$ cat src/design/stmts_pkg.sv
// ----------------------------------------------------------------------------
// stmts_pkg
// Shared types and constants of the stepper move-to-sensor core.
// ----------------------------------------------------------------------------
`default_nettype none

package stmts_pkg;

  // Width of the phase accumulator and the tick counters.
  localparam int unsigned ACC_W = 32;

  // Quotient bits produced by the ramp divider, one per cycle.
  localparam int unsigned DIV_STEPS = 16;
  localparam int unsigned DIV_CNT_W = $clog2(DIV_STEPS);

  // Configuration register indexes.
  localparam logic [2:0] REG_PEAK_SPEED     = 3'd0;
  localparam logic [2:0] REG_BASE_SPEED     = 3'd1;
  localparam logic [2:0] REG_TARGET_TICKS   = 3'd2;
  localparam logic [2:0] REG_FAULT_THRESH   = 3'd3;
  localparam logic [2:0] REG_DECEL_TICKS    = 3'd4;
  localparam logic [2:0] REG_INVERT_DIR     = 3'd5;
  localparam logic [2:0] REG_SENSOR_LEVEL   = 3'd6;

  // Move outcome codes.
  localparam logic [1:0] OUTCOME_SUCCESS = 2'd0;
  localparam logic [1:0] OUTCOME_ABORTED = 2'd1;
  localparam logic [1:0] OUTCOME_FAULT   = 2'd2;

  typedef enum logic [1:0] {
    PH_IDLE,
    PH_RUN,
    PH_DECEL
  } move_phase_t;

  // Which speed formula the divider result feeds.
  typedef enum logic [1:0] {
    SPD_RAMP_UP,
    SPD_RAMP_DOWN,
    SPD_HOLD,
    SPD_DECEL
  } speed_mode_t;

  typedef struct packed {
    logic [15:0] peak_speed;
    logic [15:0] base_speed;
    logic [31:0] target_ticks;
    logic [30:0] fault_threshold;
    logic [23:0] decel_ticks;
    logic        invert_dir;
    logic        sensor_active_level;
  } cfg_t;

  // Commands from the controller to the datapath.
  typedef struct packed {
    logic latch;
    logic setup;
    logic simple;
    logic mul;
    logic div_step;
    logic apply;
  } cmd_t;

  // Status from the datapath to the controller.
  typedef struct packed {
    logic need_math;
  } status_t;

  typedef struct packed {
    logic        step_pin;
    logic        dir_pin;
    logic        busy_res;
    logic        done_res;
    logic [1:0]  outcome;
    logic [31:0] toggle_count;
    logic [31:0] time_to_sensor;
  } res_t;

endpackage

`default_nettype wire

$ cat src/design/stmts_cfg_regs.sv
// ----------------------------------------------------------------------------
// stmts_cfg_regs
// Configuration register file, written through the index/data channel.
// ----------------------------------------------------------------------------
`default_nettype none

module stmts_cfg_regs (
  input  wire logic                clk,
  input  wire logic                rst,
  input  wire logic                cfg_valid,
  output logic                     cfg_ready,
  input  wire logic [2:0]          cfg_index,
  input  wire logic [31:0]         cfg_data,
  output stmts_pkg::cfg_t          cfg
);
  import stmts_pkg::*;

  // Writes are taken in every cycle outside reset.
  assign cfg_ready = !rst;

  // Register writes; unknown indexes are dropped.
  always_ff @(posedge clk) begin
    if (rst) begin
      cfg.peak_speed          <= 16'd1000;
      cfg.base_speed          <= 16'd200;
      cfg.target_ticks        <= 32'd1000000;
      cfg.fault_threshold     <= 31'd100000;
      cfg.decel_ticks         <= 24'd100000;
      cfg.invert_dir          <= 1'b0;
      cfg.sensor_active_level <= 1'b0;
    end else if (cfg_valid && cfg_ready) begin
      case (cfg_index)
        REG_PEAK_SPEED:   cfg.peak_speed          <= cfg_data[15:0];
        REG_BASE_SPEED:   cfg.base_speed          <= cfg_data[15:0];
        REG_TARGET_TICKS: cfg.target_ticks        <= cfg_data;
        REG_FAULT_THRESH: cfg.fault_threshold     <= cfg_data[30:0];
        REG_DECEL_TICKS:  cfg.decel_ticks         <= cfg_data[23:0];
        REG_INVERT_DIR:   cfg.invert_dir          <= cfg_data[0];
        REG_SENSOR_LEVEL: cfg.sensor_active_level <= cfg_data[0];
        default: ;
      endcase
    end
  end

endmodule

`default_nettype wire

$ cat src/design/stmts_ctrl.sv
// ----------------------------------------------------------------------------
// stmts_ctrl
// Controller: sequences one tick request through evaluation, the ramp
// multiply and divide when the datapath asks for them, and the result hand-off.
// ----------------------------------------------------------------------------
`default_nettype none

module stmts_ctrl (
  input  wire logic              clk,
  input  wire logic              rst,
  input  wire logic              s_tvalid,
  output logic                   s_tready,
  output logic                   m_tvalid,
  input  wire logic              m_tready,
  input  wire stmts_pkg::status_t status,
  output stmts_pkg::cmd_t        cmd
);
  import stmts_pkg::*;

  typedef enum logic [2:0] {
    ST_IDLE,
    ST_EVAL,
    ST_MUL,
    ST_DIV,
    ST_APPLY,
    ST_OUT
  } state_t;

  state_t               state;
  logic [DIV_CNT_W-1:0] div_cnt;

  // State, handshake flags and divider step count.
  always_ff @(posedge clk) begin
    if (rst) begin
      state    <= ST_IDLE;
      s_tready <= 1'b0;
      m_tvalid <= 1'b0;
      div_cnt  <= '0;
    end else begin
      case (state)
        ST_IDLE: begin
          if (s_tvalid && s_tready) begin
            s_tready <= 1'b0;
            state    <= ST_EVAL;
          end else begin
            s_tready <= 1'b1;
          end
        end
        ST_EVAL: begin
          if (status.need_math) begin
            state <= ST_MUL;
          end else begin
            m_tvalid <= 1'b1;
            state    <= ST_OUT;
          end
        end
        ST_MUL: begin
          div_cnt <= '0;
          state   <= ST_DIV;
        end
        ST_DIV: begin
          div_cnt <= div_cnt + 1'b1;
          if (div_cnt == DIV_CNT_W'(DIV_STEPS - 1)) begin
            state <= ST_APPLY;
          end
        end
        ST_APPLY: begin
          m_tvalid <= 1'b1;
          state    <= ST_OUT;
        end
        ST_OUT: begin
          if (m_tready) begin
            m_tvalid <= 1'b0;
            s_tready <= 1'b1;
            state    <= ST_IDLE;
          end
        end
        default: state <= ST_IDLE;
      endcase
    end
  end

  // Datapath commands decoded from the state.
  always_comb begin
    cmd          = '0;
    cmd.latch    = (state == ST_IDLE) && s_tvalid && s_tready;
    cmd.setup    = (state == ST_EVAL) && status.need_math;
    cmd.simple   = (state == ST_EVAL) && !status.need_math;
    cmd.mul      = (state == ST_MUL);
    cmd.div_step = (state == ST_DIV);
    cmd.apply    = (state == ST_APPLY);
  end

`ifndef SYNTHESIS
  // Input and output sides are never open at the same time.
  a_one_side: assert property (@(posedge clk) disable iff (rst)
    !(s_tready && m_tvalid)) else $error("ready and valid both high");

  // At most one datapath command per cycle.
  a_cmd_onehot: assert property (@(posedge clk) disable iff (rst)
    $onehot0(cmd)) else $error("several datapath commands at once");

  // An applied update is presented as a result next cycle.
  a_apply_out: assert property (@(posedge clk) disable iff (rst)
    cmd.apply |=> m_tvalid) else $error("applied update not presented");

  // A request accepted closes the input side.
  a_accept_close: assert property (@(posedge clk) disable iff (rst)
    cmd.latch |=> !s_tready) else $error("input side left open");
`endif

endmodule

`default_nettype wire

$ cat src/design/stmts_datapath.sv
// ----------------------------------------------------------------------------
// stmts_datapath
// Move state, ramp speed multiply and shared restoring divider, phase
// accumulator and result registers.
// ----------------------------------------------------------------------------
`default_nettype none

module stmts_datapath #(
  parameter int unsigned TICK_HZ = 1000000
) (
  input  wire logic          clk,
  input  wire logic          rst,
  input  wire logic [3:0]    in_bits,
  input  wire stmts_pkg::cfg_t cfg,
  input  wire stmts_pkg::cmd_t cmd,
  output stmts_pkg::status_t status,
  output stmts_pkg::res_t    res
);
  import stmts_pkg::*;

  localparam logic [ACC_W-1:0] TickHz = ACC_W'(TICK_HZ);

  // Move state.
  move_phase_t      move_phase;
  logic             step_level;
  logic             dir_level;
  logic [ACC_W-1:0] phase_acc;
  logic [31:0]      elapsed_ticks;
  logic [31:0]      toggles;
  logic [15:0]      held_speed;
  logic [23:0]      decel_elapsed;
  logic [31:0]      sensor_time;

  // Latched request fields.
  logic in_start, in_ccw, in_sensor, in_abort;

  // Result registers that are not plain state.
  logic        res_done;
  logic [1:0]  res_outcome;
  logic [31:0] res_tts;

  // Arithmetic registers.
  speed_mode_t mode;
  logic        diff_neg;
  logic [15:0] op_a;
  logic [31:0] op_b;
  logic [31:0] den;
  logic [31:0] rem;
  logic [15:0] low;
  logic [15:0] quo;

  // Branch decode for the latched request.
  logic sensor_hit, decel_end;
  assign sensor_hit = (in_sensor == cfg.sensor_active_level);
  assign decel_end  = in_abort || (decel_elapsed >= cfg.decel_ticks);

  always_comb begin
    case (move_phase)
      PH_RUN:   status.need_math = !sensor_hit && !in_abort;
      PH_DECEL: status.need_math = !decel_end;
      default:  status.need_math = 1'b0;
    endcase
  end

  // Ramp operand selection.
  logic [32:0] e2;
  logic [32:0] e2_minus_t;
  logic [15:0] diff_mag;
  logic        peak_below;
  assign e2         = {elapsed_ticks, 1'b0};
  assign e2_minus_t = e2 - {1'b0, cfg.target_ticks};
  assign peak_below = (cfg.peak_speed < cfg.base_speed);
  assign diff_mag   = peak_below ? (cfg.base_speed - cfg.peak_speed)
                                 : (cfg.peak_speed - cfg.base_speed);

  // Divider step: one quotient bit per cycle.
  logic [32:0] trial;
  assign trial = {rem, low[15]} - {1'b0, den};

  // Speed from the quotient, then the accumulator update.
  logic [16:0]      sp_wide;
  logic [15:0]      speed;
  logic [ACC_W-1:0] acc_sum, acc_resid, acc_new;
  logic             due;
  logic [31:0]      tog_inc;

  always_comb begin
    case (mode)
      SPD_RAMP_UP:   sp_wide = diff_neg ? ({1'b0, cfg.base_speed} - {1'b0, quo})
                                        : ({1'b0, cfg.base_speed} + {1'b0, quo});
      SPD_RAMP_DOWN: sp_wide = diff_neg ? ({1'b0, cfg.peak_speed} + {1'b0, quo})
                                        : ({1'b0, cfg.peak_speed} - {1'b0, quo});
      SPD_DECEL:     sp_wide = (quo == 16'd0) ? 17'd1 : {1'b0, quo};
      default:       sp_wide = {1'b0, cfg.base_speed};
    endcase
    speed     = sp_wide[15:0];
    acc_sum   = phase_acc + {{(ACC_W-17){1'b0}}, speed, 1'b0};
    due       = (acc_sum >= TickHz);
    acc_resid = acc_sum - TickHz;
    if (!due) begin
      acc_new = acc_sum;
    end else if (acc_resid >= TickHz) begin
      acc_new = TickHz - 1'b1;
    end else begin
      acc_new = acc_resid;
    end
    tog_inc = toggles + 1'b1;
  end

  // Request latch and arithmetic registers.
  always_ff @(posedge clk) begin
    if (cmd.latch) begin
      in_start  <= in_bits[0];
      in_ccw    <= in_bits[1];
      in_sensor <= in_bits[2];
      in_abort  <= in_bits[3];
    end
    if (cmd.setup) begin
      diff_neg <= peak_below;
      if (move_phase == PH_DECEL) begin
        mode <= SPD_DECEL;
        op_a <= held_speed;
        op_b <= {8'd0, cfg.decel_ticks - decel_elapsed};
        den  <= {8'd0, cfg.decel_ticks};
      end else if (e2 < {1'b0, cfg.target_ticks}) begin
        mode <= SPD_RAMP_UP;
        op_a <= diff_mag;
        op_b <= e2[31:0];
        den  <= cfg.target_ticks;
      end else if (elapsed_ticks < cfg.target_ticks) begin
        mode <= SPD_RAMP_DOWN;
        op_a <= diff_mag;
        op_b <= e2_minus_t[31:0];
        den  <= cfg.target_ticks;
      end else begin
        mode <= SPD_HOLD;
        op_a <= 16'd0;
        op_b <= 32'd0;
        den  <= cfg.target_ticks;
      end
    end
    if (cmd.mul) begin
      {rem, low} <= op_a * op_b;
      quo        <= '0;
    end
    if (cmd.div_step) begin
      if (!trial[32]) begin
        rem <= trial[31:0];
        quo <= {quo[14:0], 1'b1};
      end else begin
        rem <= {rem[30:0], low[15]};
        quo <= {quo[14:0], 1'b0};
      end
      low <= {low[14:0], 1'b0};
    end
  end

  // Move state and per-tick results.
  always_ff @(posedge clk) begin
    if (rst) begin
      move_phase    <= PH_IDLE;
      step_level    <= 1'b0;
      dir_level     <= 1'b0;
      phase_acc     <= '0;
      elapsed_ticks <= '0;
      toggles       <= '0;
      held_speed    <= '0;
      decel_elapsed <= '0;
      sensor_time   <= '0;
      res_done      <= 1'b0;
      res_outcome   <= OUTCOME_SUCCESS;
      res_tts       <= '0;
    end else if (cmd.simple) begin
      res_done    <= 1'b0;
      res_outcome <= OUTCOME_SUCCESS;
      res_tts     <= '0;
      case (move_phase)
        PH_IDLE: begin
          if (in_start) begin
            dir_level     <= ~(cfg.invert_dir ^ in_ccw);
            step_level    <= 1'b0;
            phase_acc     <= '0;
            elapsed_ticks <= '0;
            toggles       <= '0;
            held_speed    <= cfg.base_speed;
            decel_elapsed <= '0;
            sensor_time   <= '0;
            move_phase    <= PH_RUN;
          end
        end
        PH_RUN: begin
          if (sensor_hit) begin
            sensor_time   <= elapsed_ticks;
            decel_elapsed <= '0;
            move_phase    <= PH_DECEL;
          end else begin
            step_level  <= 1'b0;
            move_phase  <= PH_IDLE;
            res_done    <= 1'b1;
            res_outcome <= OUTCOME_ABORTED;
          end
        end
        PH_DECEL: begin
          step_level <= 1'b0;
          move_phase <= PH_IDLE;
          res_done   <= 1'b1;
          res_tts    <= sensor_time;
        end
        default: move_phase <= PH_IDLE;
      endcase
    end else if (cmd.apply) begin
      res_done    <= 1'b0;
      res_outcome <= OUTCOME_SUCCESS;
      res_tts     <= '0;
      phase_acc   <= acc_new;
      if (move_phase == PH_DECEL) begin
        if (due) begin
          step_level <= ~step_level;
        end
        decel_elapsed <= decel_elapsed + 1'b1;
      end else begin
        held_speed <= speed;
        if (due) begin
          toggles <= tog_inc;
          if (tog_inc > {1'b0, cfg.fault_threshold}) begin
            step_level  <= 1'b0;
            move_phase  <= PH_IDLE;
            res_done    <= 1'b1;
            res_outcome <= OUTCOME_FAULT;
          end else begin
            step_level <= ~step_level;
          end
        end
        if (elapsed_ticks != 32'hFFFF_FFFF) begin
          elapsed_ticks <= elapsed_ticks + 1'b1;
        end
      end
    end
  end

  // Result fields.
  always_comb begin
    res.step_pin       = step_level;
    res.dir_pin        = dir_level;
    res.busy_res       = (move_phase != PH_IDLE);
    res.done_res       = res_done;
    res.outcome        = res_outcome;
    res.toggle_count   = toggles;
    res.time_to_sensor = res_tts;
  end

`ifndef SYNTHESIS
  // The accumulator never holds a full period.
  a_acc_range: assert property (@(posedge clk) disable iff (rst)
    phase_acc < TickHz) else $error("phase accumulator out of range");

  // A finished move always leaves the step pin low.
  a_done_low: assert property (@(posedge clk) disable iff (rst)
    res_done |-> (!step_level && move_phase == PH_IDLE))
    else $error("finished move left pin high or busy");

  // The divider remainder stays below the divisor during a ramp.
  a_rem_bound: assert property (@(posedge clk) disable iff (rst)
    (cmd.div_step && mode != SPD_HOLD) |-> (rem < den))
    else $error("divider remainder out of range");
`endif

endmodule

`default_nettype wire

$ cat src/design/stepper_triangle_move_to_sensor_core.sv
// ----------------------------------------------------------------------------
// stepper_triangle_move_to_sensor_core
// Step-pulse generator with a triangle speed ramp that runs until a stop
// sensor trips, then decelerates to a halt.
// ----------------------------------------------------------------------------
// Each request is one time-base tick and yields exactly one result. A tick
// that leaves the motor still, or only starts, ends or switches the move,
// goes from evaluation straight to the result; a tick that moves the motor
// passes through evaluation, the multiply, the 16 steps of the shared
// restoring divider that forms the ramp speed and the apply step. One
// request is in work at a time; the next is taken in the cycle after the
// result is taken. Configuration writes are accepted in every cycle outside
// reset and act at once.
`default_nettype none

module stepper_triangle_move_to_sensor_core #(
  parameter int unsigned TICK_HZ = 1000000
) (
  input  wire logic        clk,
  input  wire logic        rst,
  // Tick requests.
  input  wire logic        s_tvalid,
  output logic             s_tready,
  input  wire logic [7:0]  s_tdata,   // start_req, direction_ccw, sensor_level, abort
  // Tick results.
  output logic             m_tvalid,
  input  wire logic        m_tready,
  output logic [71:0]      m_tdata,   // step_pin, dir_pin, busy_res, done_res,
                                      // outcome[1:0], toggle_count[31:0],
                                      // time_to_sensor[31:0], zero fill
  // Configuration writes.
  input  wire logic        cfg_valid,
  output logic             cfg_ready,
  input  wire logic [2:0]  cfg_index,
  input  wire logic [31:0] cfg_data
);
  import stmts_pkg::*;

  cfg_t    cfg;
  cmd_t    cmd;
  status_t status;
  res_t    res;

  stmts_cfg_regs u_cfg (
    .clk       (clk),
    .rst       (rst),
    .cfg_valid (cfg_valid),
    .cfg_ready (cfg_ready),
    .cfg_index (cfg_index),
    .cfg_data  (cfg_data),
    .cfg       (cfg)
  );

  stmts_ctrl u_ctrl (
    .clk      (clk),
    .rst      (rst),
    .s_tvalid (s_tvalid),
    .s_tready (s_tready),
    .m_tvalid (m_tvalid),
    .m_tready (m_tready),
    .status   (status),
    .cmd      (cmd)
  );

  stmts_datapath #(
    .TICK_HZ (TICK_HZ)
  ) u_dp (
    .clk     (clk),
    .rst     (rst),
    .in_bits (s_tdata[3:0]),
    .cfg     (cfg),
    .cmd     (cmd),
    .status  (status),
    .res     (res)
  );

  // Pack the result, first field in the lowest bit.
  assign m_tdata = {2'b00, res.time_to_sensor, res.toggle_count, res.outcome,
                    res.done_res, res.busy_res, res.dir_pin, res.step_pin};

endmodule

`default_nettype wire
$ cat config.mk
export PLATFORM = sky130hd
export DESIGN_NAME = stepper_triangle_move_to_sensor_core
export DESIGN_NICKNAME = d
export VERILOG_FILES = /design/src/design/stmts_pkg.sv /design/src/design/stmts_cfg_regs.sv /design/src/design/stmts_ctrl.sv /design/src/design/stmts_datapath.sv /design/src/design/stepper_triangle_move_to_sensor_core.sv
export SDC_FILE = /design/constraint.sdc
export NUM_CORES = 2
export LEC_CHECK = 0
export ABC_AREA = 1
export ABC_CLOCK_PERIOD_IN_PS = 8400
export BUFFER_PORTS_ARGS = -buffer_cell sky130_fd_sc_hd__buf_2
export CORE_ASPECT_RATIO = 1.2
export CORE_MARGIN = 4
export CORE_UTILIZATION = 43
export CTS_BUF_LIST = sky130_fd_sc_hd__clkbuf_8
export CTS_CLUSTER_SIZE = 8
export DETAILED_ROUTE_END_ITERATION = 10
export GPL_TIMING_DRIVEN = 0
export PLACE_DENSITY_LB_ADDON = 0.12
export SETUP_SLACK_MARGIN = 0.02
export SYNTH_ARGS = -nofsm -noshare
export SYNTH_HDL_FRONTEND = slang
export SYNTH_SLANG_ARGS = --single-unit
$ cat constraint.sdc
create_clock -name clk -period 8.4 [get_ports clk]
set_input_delay 0.84 -clock clk [delete_from_list [all_inputs] [get_ports clk]]
set_output_delay 0.84 -clock clk [all_outputs]
set_load 0.05 [all_outputs]
==> impl_results.rst <==
.. list-table::
   :header-rows: 1

   * - Metric
     - Value
   * - Area delta synth->final
     - 8.851%
   * - Horizontal die dimension
     - around 320 um
   * - CP Capture Type
     - register
   * - Max H-tree Level
     - 3
   * - Syn Inst Count
     - 6834
   * - Setup WS post-layout
     - approximately 0.32 ns
   * - Top-level port count
     - approximately 120
   * - Wire length per cell after detailed routing
     - 20.51 um
   * - Sequential fraction of the synthesis area
     - approximately 23%
   * - Core region area
     - approximately 0.11 mm^2
   * - Post-CTS setup buffer count
     - 0
   * - Worst Setup Slack post-DPL
     - just over 0.08 ns
   * - Hold/Removal Path Class
     - in2reg
   * - Sequential group share of total power
     - 45.7%
   * - FF+latch area
     - approximately 0.011 mm^2
   * - Power Density
     - 100.5 mW/mm^2
   * - Classification of the worst setup path
     - reg2reg
   * - Final WL
     - 177100 um
   * - Fill cells
     - between 10000 and 15000
   * - Number of max-slew violations in the final report
     - 0
   * - DRC marker count from the first detailed-route iteration
     - around 3000
   * - Detailed-placement wirelength estimate
     - around 150000 um
   * - Clock tree from TritonCTS
     - yes
   * - Part of the total power dissipated in the clock network
     - 43.2%
   * - Achievable Freq
     - roughly 120 MHz
   * - Global-route usage over all layers
     - between 20% and 30%
   * - Status
     - complete, no violations
   * - Number of global-route vias before repair
     - 46280
   * - Tcrit/Tclk final
     - a little over nine tenths
   * - Number of enable-type register cells in the synthesized netlist
     - 150
   * - Placer's final routability congestion estimate
     - approximately 1
   * - Share of power burned in combinational logic
     - between 10% and 20%
   * - Highest net fanout along the worst path
     - 10
   * - Die footprint
     - around 0.12 mm^2
   * - Count of hold-fix buffers inserted at cts
     - 0
   * - Sum of negative setup slack
     - 0 ns
   * - Wire length of the first global-routing pass
     - about 270000 um
   * - Total CTS buffers
     - between 80 and 90
   * - Count of vias placed by the detailed router
     - between 40000 and 50000
   * - Starting density of the core
     - between 40% and 50%
   * - Clock skew
     - between 0.04 and 0.05 ns
   * - Seq cells post-synth
     - 488
   * - P_int
     - between 0.003 and 0.004 W
   * - Number of distinct library cell variants in the gate-level netlist after synthesis
     - slightly below 70
   * - Grt total ovfl
     - 0
   * - Cell row count
     - roughly 140
   * - Count of cells along the worst register-to-register path
     - 26
   * - Residual antenna-violating net count after detailed routing
     - 0
   * - Vertical extent of the die
     - roughly 380 um
   * - Post-Syn Area per Cell
     - slightly above 7 um^2
   * - Root Buffer Master
     - sky130_fd_sc_hd__clkbuf_8
   * - Share of final-layout standard cells stronger than drive strength 1
     - under 10%
   * - Minimum clock period after layout
     - roughly 8.1 ns
   * - Vias per std cell
     - 5.276
   * - Final hold vios
     - 0
   * - Area contributors post-synth
     - sky130_fd_sc_hd__fa_1 17%, sky130_fd_sc_hd__dfxtp_1 14%, sky130_fd_sc_hd__nand2_1 13%
   * - Area of the mapped netlist
     - a little under 0.05 mm^2
   * - Max Cap Violations
     - 0
   * - Leakage power of the design
     - 25.57 nW
   * - Number of nets in the layout
     - 7881
   * - Async S/R FF share, synth
     - 0%
   * - Unrepaired setup endpoints after global routing
     - no
   * - Number of buffers added on ports
     - about 120
   * - Switching portion of total power
     - between 20 and 30%
   * - Final hold slack
     - between 0.2 and 0.3 ns
   * - Later-pin clock latency in the skew report
     - a little under 0.8 ns
   * - Antenna violations before repair
     - 5
   * - Clock slew at the register clock pins of the worst setup and hold paths
     - ~0.060 ns
   * - Tightest Pin Transition
     - between 1 and 1.5 ns
   * - Total area of multi-input combinational cells
     - roughly 0.033 mm^2
   * - Max-slew headroom
     - 4.802%
   * - Type of element launching the critical path
     - register
   * - Post-route DRC
     - 0
   * - # clock sinks
     - between 400 and 500
   * - Dominant cell type by area after synthesis
     - sky130_fd_sc_hd__fa_1
   * - Drt pass-1 iters
     - 6
   * - Share of the synthesized area in the top cell type
     - about 17%
   * - Largest net degree at the start of global routing
     - 33
   * - CP arrival
     - ~8.6 ns
   * - Warning count from the yosys run
     - 0
   * - Required time of the worst setup path
     - about 8.9 ns
   * - Worst vdd ir
     - approximately 0.12 mV
   * - Number of failing setup endpoints in the final timing report
     - 0
   * - Switching power summed over all nets
     - 0.001556 W
   * - Hold-critical path depth
     - 1
   * - Maximum clock path buffer count
     - 3
   * - Total of cells resized after clock tree synthesis
     - 0
   * - Main flop type after synthesis
     - sky130_fd_sc_hd__dfxtp_1
## cell usage after synthesis, types with 5 or more instances
cell type                   instances
sky130_fd_sc_hd__buf_2             26
sky130_fd_sc_hd__fa_1             426
sky130_fd_sc_hd__o21ai_1           10
sky130_fd_sc_hd__ha_1             362
sky130_fd_sc_hd__inv_1           1181
sky130_fd_sc_hd__a21oi_2           25
sky130_fd_sc_hd__nor3_1            97
sky130_fd_sc_hd__o211ai_1          48
sky130_fd_sc_hd__o21a_1            22
sky130_fd_sc_hd__nand2_1         1662
sky130_fd_sc_hd__inv_2             15
sky130_fd_sc_hd__o2111ai_1          7
sky130_fd_sc_hd__nand3_1          242
sky130_fd_sc_hd__a211oi_1           5
sky130_fd_sc_hd__buf_1              9
sky130_fd_sc_hd__nand4_1          116
sky130_fd_sc_hd__o22ai_1            9
sky130_fd_sc_hd__a21oi_1          583
sky130_fd_sc_hd__o21ai_0          388
sky130_fd_sc_hd__a31oi_1           49
sky130_fd_sc_hd__nand3b_1           9
sky130_fd_sc_hd__o221ai_1          14
sky130_fd_sc_hd__nor4_1            28
sky130_fd_sc_hd__dfxtp_1          338
sky130_fd_sc_hd__or2_2             18
sky130_fd_sc_hd__a21o_1            13
sky130_fd_sc_hd__nor2_2            15
sky130_fd_sc_hd__xnor2_1           51
sky130_fd_sc_hd__a21boi_0           7
sky130_fd_sc_hd__clkbuf_1         232
sky130_fd_sc_hd__o21bai_1          15
sky130_fd_sc_hd__nand2_2           44
sky130_fd_sc_hd__buf_4              7
sky130_fd_sc_hd__xor2_1           141
sky130_fd_sc_hd__edfxtp_1         150
sky130_fd_sc_hd__clkinv_1           6
sky130_fd_sc_hd__o31ai_1            9
sky130_fd_sc_hd__nor2_1           395
## critical path, cell delays in order, from the launching register on
cell and delay (ns):
sky130_fd_sc_hd__edfxtp_1 0.32, sky130_fd_sc_hd__clkbuf_1 0.55, sky130_fd_sc_hd__clkbuf_1 0.48, sky130_fd_sc_hd__nand2_1 0.14
sky130_fd_sc_hd__fa_1 0.54, sky130_fd_sc_hd__inv_1 0.06, sky130_fd_sc_hd__fa_1 0.48, sky130_fd_sc_hd__ha_1 0.24
sky130_fd_sc_hd__fa_1 0.54, sky130_fd_sc_hd__inv_1 0.05, sky130_fd_sc_hd__fa_1 0.48, sky130_fd_sc_hd__fa_1 0.55
sky130_fd_sc_hd__inv_1 0.04, sky130_fd_sc_hd__ha_1 0.34, sky130_fd_sc_hd__nand2_1 0.07, sky130_fd_sc_hd__nor2_1 0.11
sky130_fd_sc_hd__nor2_1 0.08, sky130_fd_sc_hd__o21ai_0 0.60, sky130_fd_sc_hd__a21oi_1 0.23, sky130_fd_sc_hd__o21ai_0 0.63
sky130_fd_sc_hd__a21oi_1 0.30, sky130_fd_sc_hd__o211ai_1 0.52, sky130_fd_sc_hd__nand2_1 0.11, sky130_fd_sc_hd__nand3_1 0.11
sky130_fd_sc_hd__a21oi_1 0.06, sky130_fd_sc_hd__o21ai_0 0.11, sky130_fd_sc_hd__nand2_1 0.08
## flip-flops by register name, indices dropped and copies added (netlist names), 4 cells and up
name / cells
u_dp.den: 32
u_dp.decel_elapsed: 24
u_cfg.cfg: 121
u_dp.rem: 32
u_dp.op_b: 32
u_dp.held_speed: 16
u_dp.op_a: 16
u_dp.elapsed_ticks: 32
u_dp.low: 16
u_ctrl.div_cnt: 4
u_dp.phase_acc: 32
u_dp.res_tts: 32
u_dp.sensor_time: 32
u_dp.quo: 16
u_dp.toggles: 32
## stage by stage
stage / std cells / power [W] / area [um^2] / utilization [%]
2_1_floorplan: 6835 / 0.002904 / 49630 / -
3_3_place_gp: 8468 / 0.003123 / 52110 / 45.50
3_5_place_dp: 8477 / 0.003127 / 52230 / 45.61
4_1_cts: 8629 / 0.005484 / 53990 / 47.15
5_1_grt: 8632 / 0.005650 / 54020 / 47.17
6_report: 8633 / 0.005427 / 54020 / 47.17
## worst paths after layout
kind	startpoint	end	slack, ns
worst max-delay path	u_dp.op_b[2]$_DFFE_PP_	u_dp.rem[31]$_DFFE_PP_	0.32
worst min-delay path	s_tdata[0]	u_dp.in_start$_DFFE_PP_	0.29
worst max register to register	u_dp.op_b[2]$_DFFE_PP_	u_dp.rem[31]$_DFFE_PP_	0.32
worst min register to register	u_dp.res_tts[20]$_SDFFE_PP0N_	u_dp.res_tts[20]$_SDFFE_PP0N_	0.46
## power by group through the flow
stage / Combinational (W) / Sequential [W] / Clock, W
2_1_floorplan: 0.000378 / 0.00253 / 0
3_3_place_gp: 0.000591 / 0.00253 / 0
3_5_place_dp: 0.000595 / 0.00253 / 0
4_1_cts: 0.000598 / 0.00248 / 0.00241
5_1_grt: 0.000659 / 0.00248 / 0.00251
6_report: 0.000602 / 0.00248 / 0.00234
## cell usage in the layout (no fill, tap or decap), types with 11 or more instances in the layout
cell type                  count
sky130_fd_sc_hd__nand2_1    1662
sky130_fd_sc_hd__inv_1      1210
sky130_fd_sc_hd__a21oi_1     582
sky130_fd_sc_hd__fa_1        426
sky130_fd_sc_hd__nor2_1      394
sky130_fd_sc_hd__o21ai_0     387
sky130_fd_sc_hd__ha_1        362
sky130_fd_sc_hd__dfxtp_1     338
sky130_fd_sc_hd__nand3_1     242
sky130_fd_sc_hd__clkbuf_1    224
sky130_fd_sc_hd__edfxtp_1    150
sky130_fd_sc_hd__buf_2       141
sky130_fd_sc_hd__xor2_1      141
sky130_fd_sc_hd__nand4_1     116
sky130_fd_sc_hd__clkbuf_8    102
sky130_fd_sc_hd__nor3_1       96
sky130_fd_sc_hd__xnor2_1      51
sky130_fd_sc_hd__a31oi_1      49
sky130_fd_sc_hd__o211ai_1     48
sky130_fd_sc_hd__nand2_2      44
sky130_fd_sc_hd__nor4_1       28
sky130_fd_sc_hd__a21oi_2      26
sky130_fd_sc_hd__o21a_1       22
sky130_fd_sc_hd__or2_2        18
sky130_fd_sc_hd__inv_2        15
sky130_fd_sc_hd__o21bai_1     15
sky130_fd_sc_hd__nor2_2       15
sky130_fd_sc_hd__o221ai_1     14
sky130_fd_sc_hd__a21o_1       13
sky130_fd_sc_hd__o21ai_1      11
## kinds of logic after synthesis
logic type | count (synthesis) | synth area share, %
compound gates | 1233 | 13.74
other cells | 1 | 0.007556
mux | 4 | 0.08068
buf+inv | 1486 | 11.51
xor+xnor | 192 | 3.388
simple gates | 2642 | 22.25
flops | 488 | 22.71
fa+ha+maj | 788 | 26.31
## area by class of cell
cell class	count	area share (%)
multi-input cells	4861	60.48
diodes	4	0.01853
plain buffers	282	2.214
repair buffers	124	1.272
clock inverters	50	0.6578
inverters	1204	8.379
clock buffers	102	2.599
well taps	1518	3.516
flip-flops and latches	488	20.86
## per-layer routing
| metal | vias up | wire [um] | part of all wire, % | global-route usage, % |
|---|---|---|---|---|
| met1 | 21700 | 71090 | 40 | 34.38 |
| li1 | 22270 | - | - | - |
| met3 | 370 | 7163 | 4.0 | 2.676 |
| met5 | - | 11 | 0.0062 | 0 |
| met4 | 2 | 11540 | 6.5 | 15.84 |
| met2 | 1198 | 87300 | 49 | 51.48 |
Power figures use the tool's default switching activity.
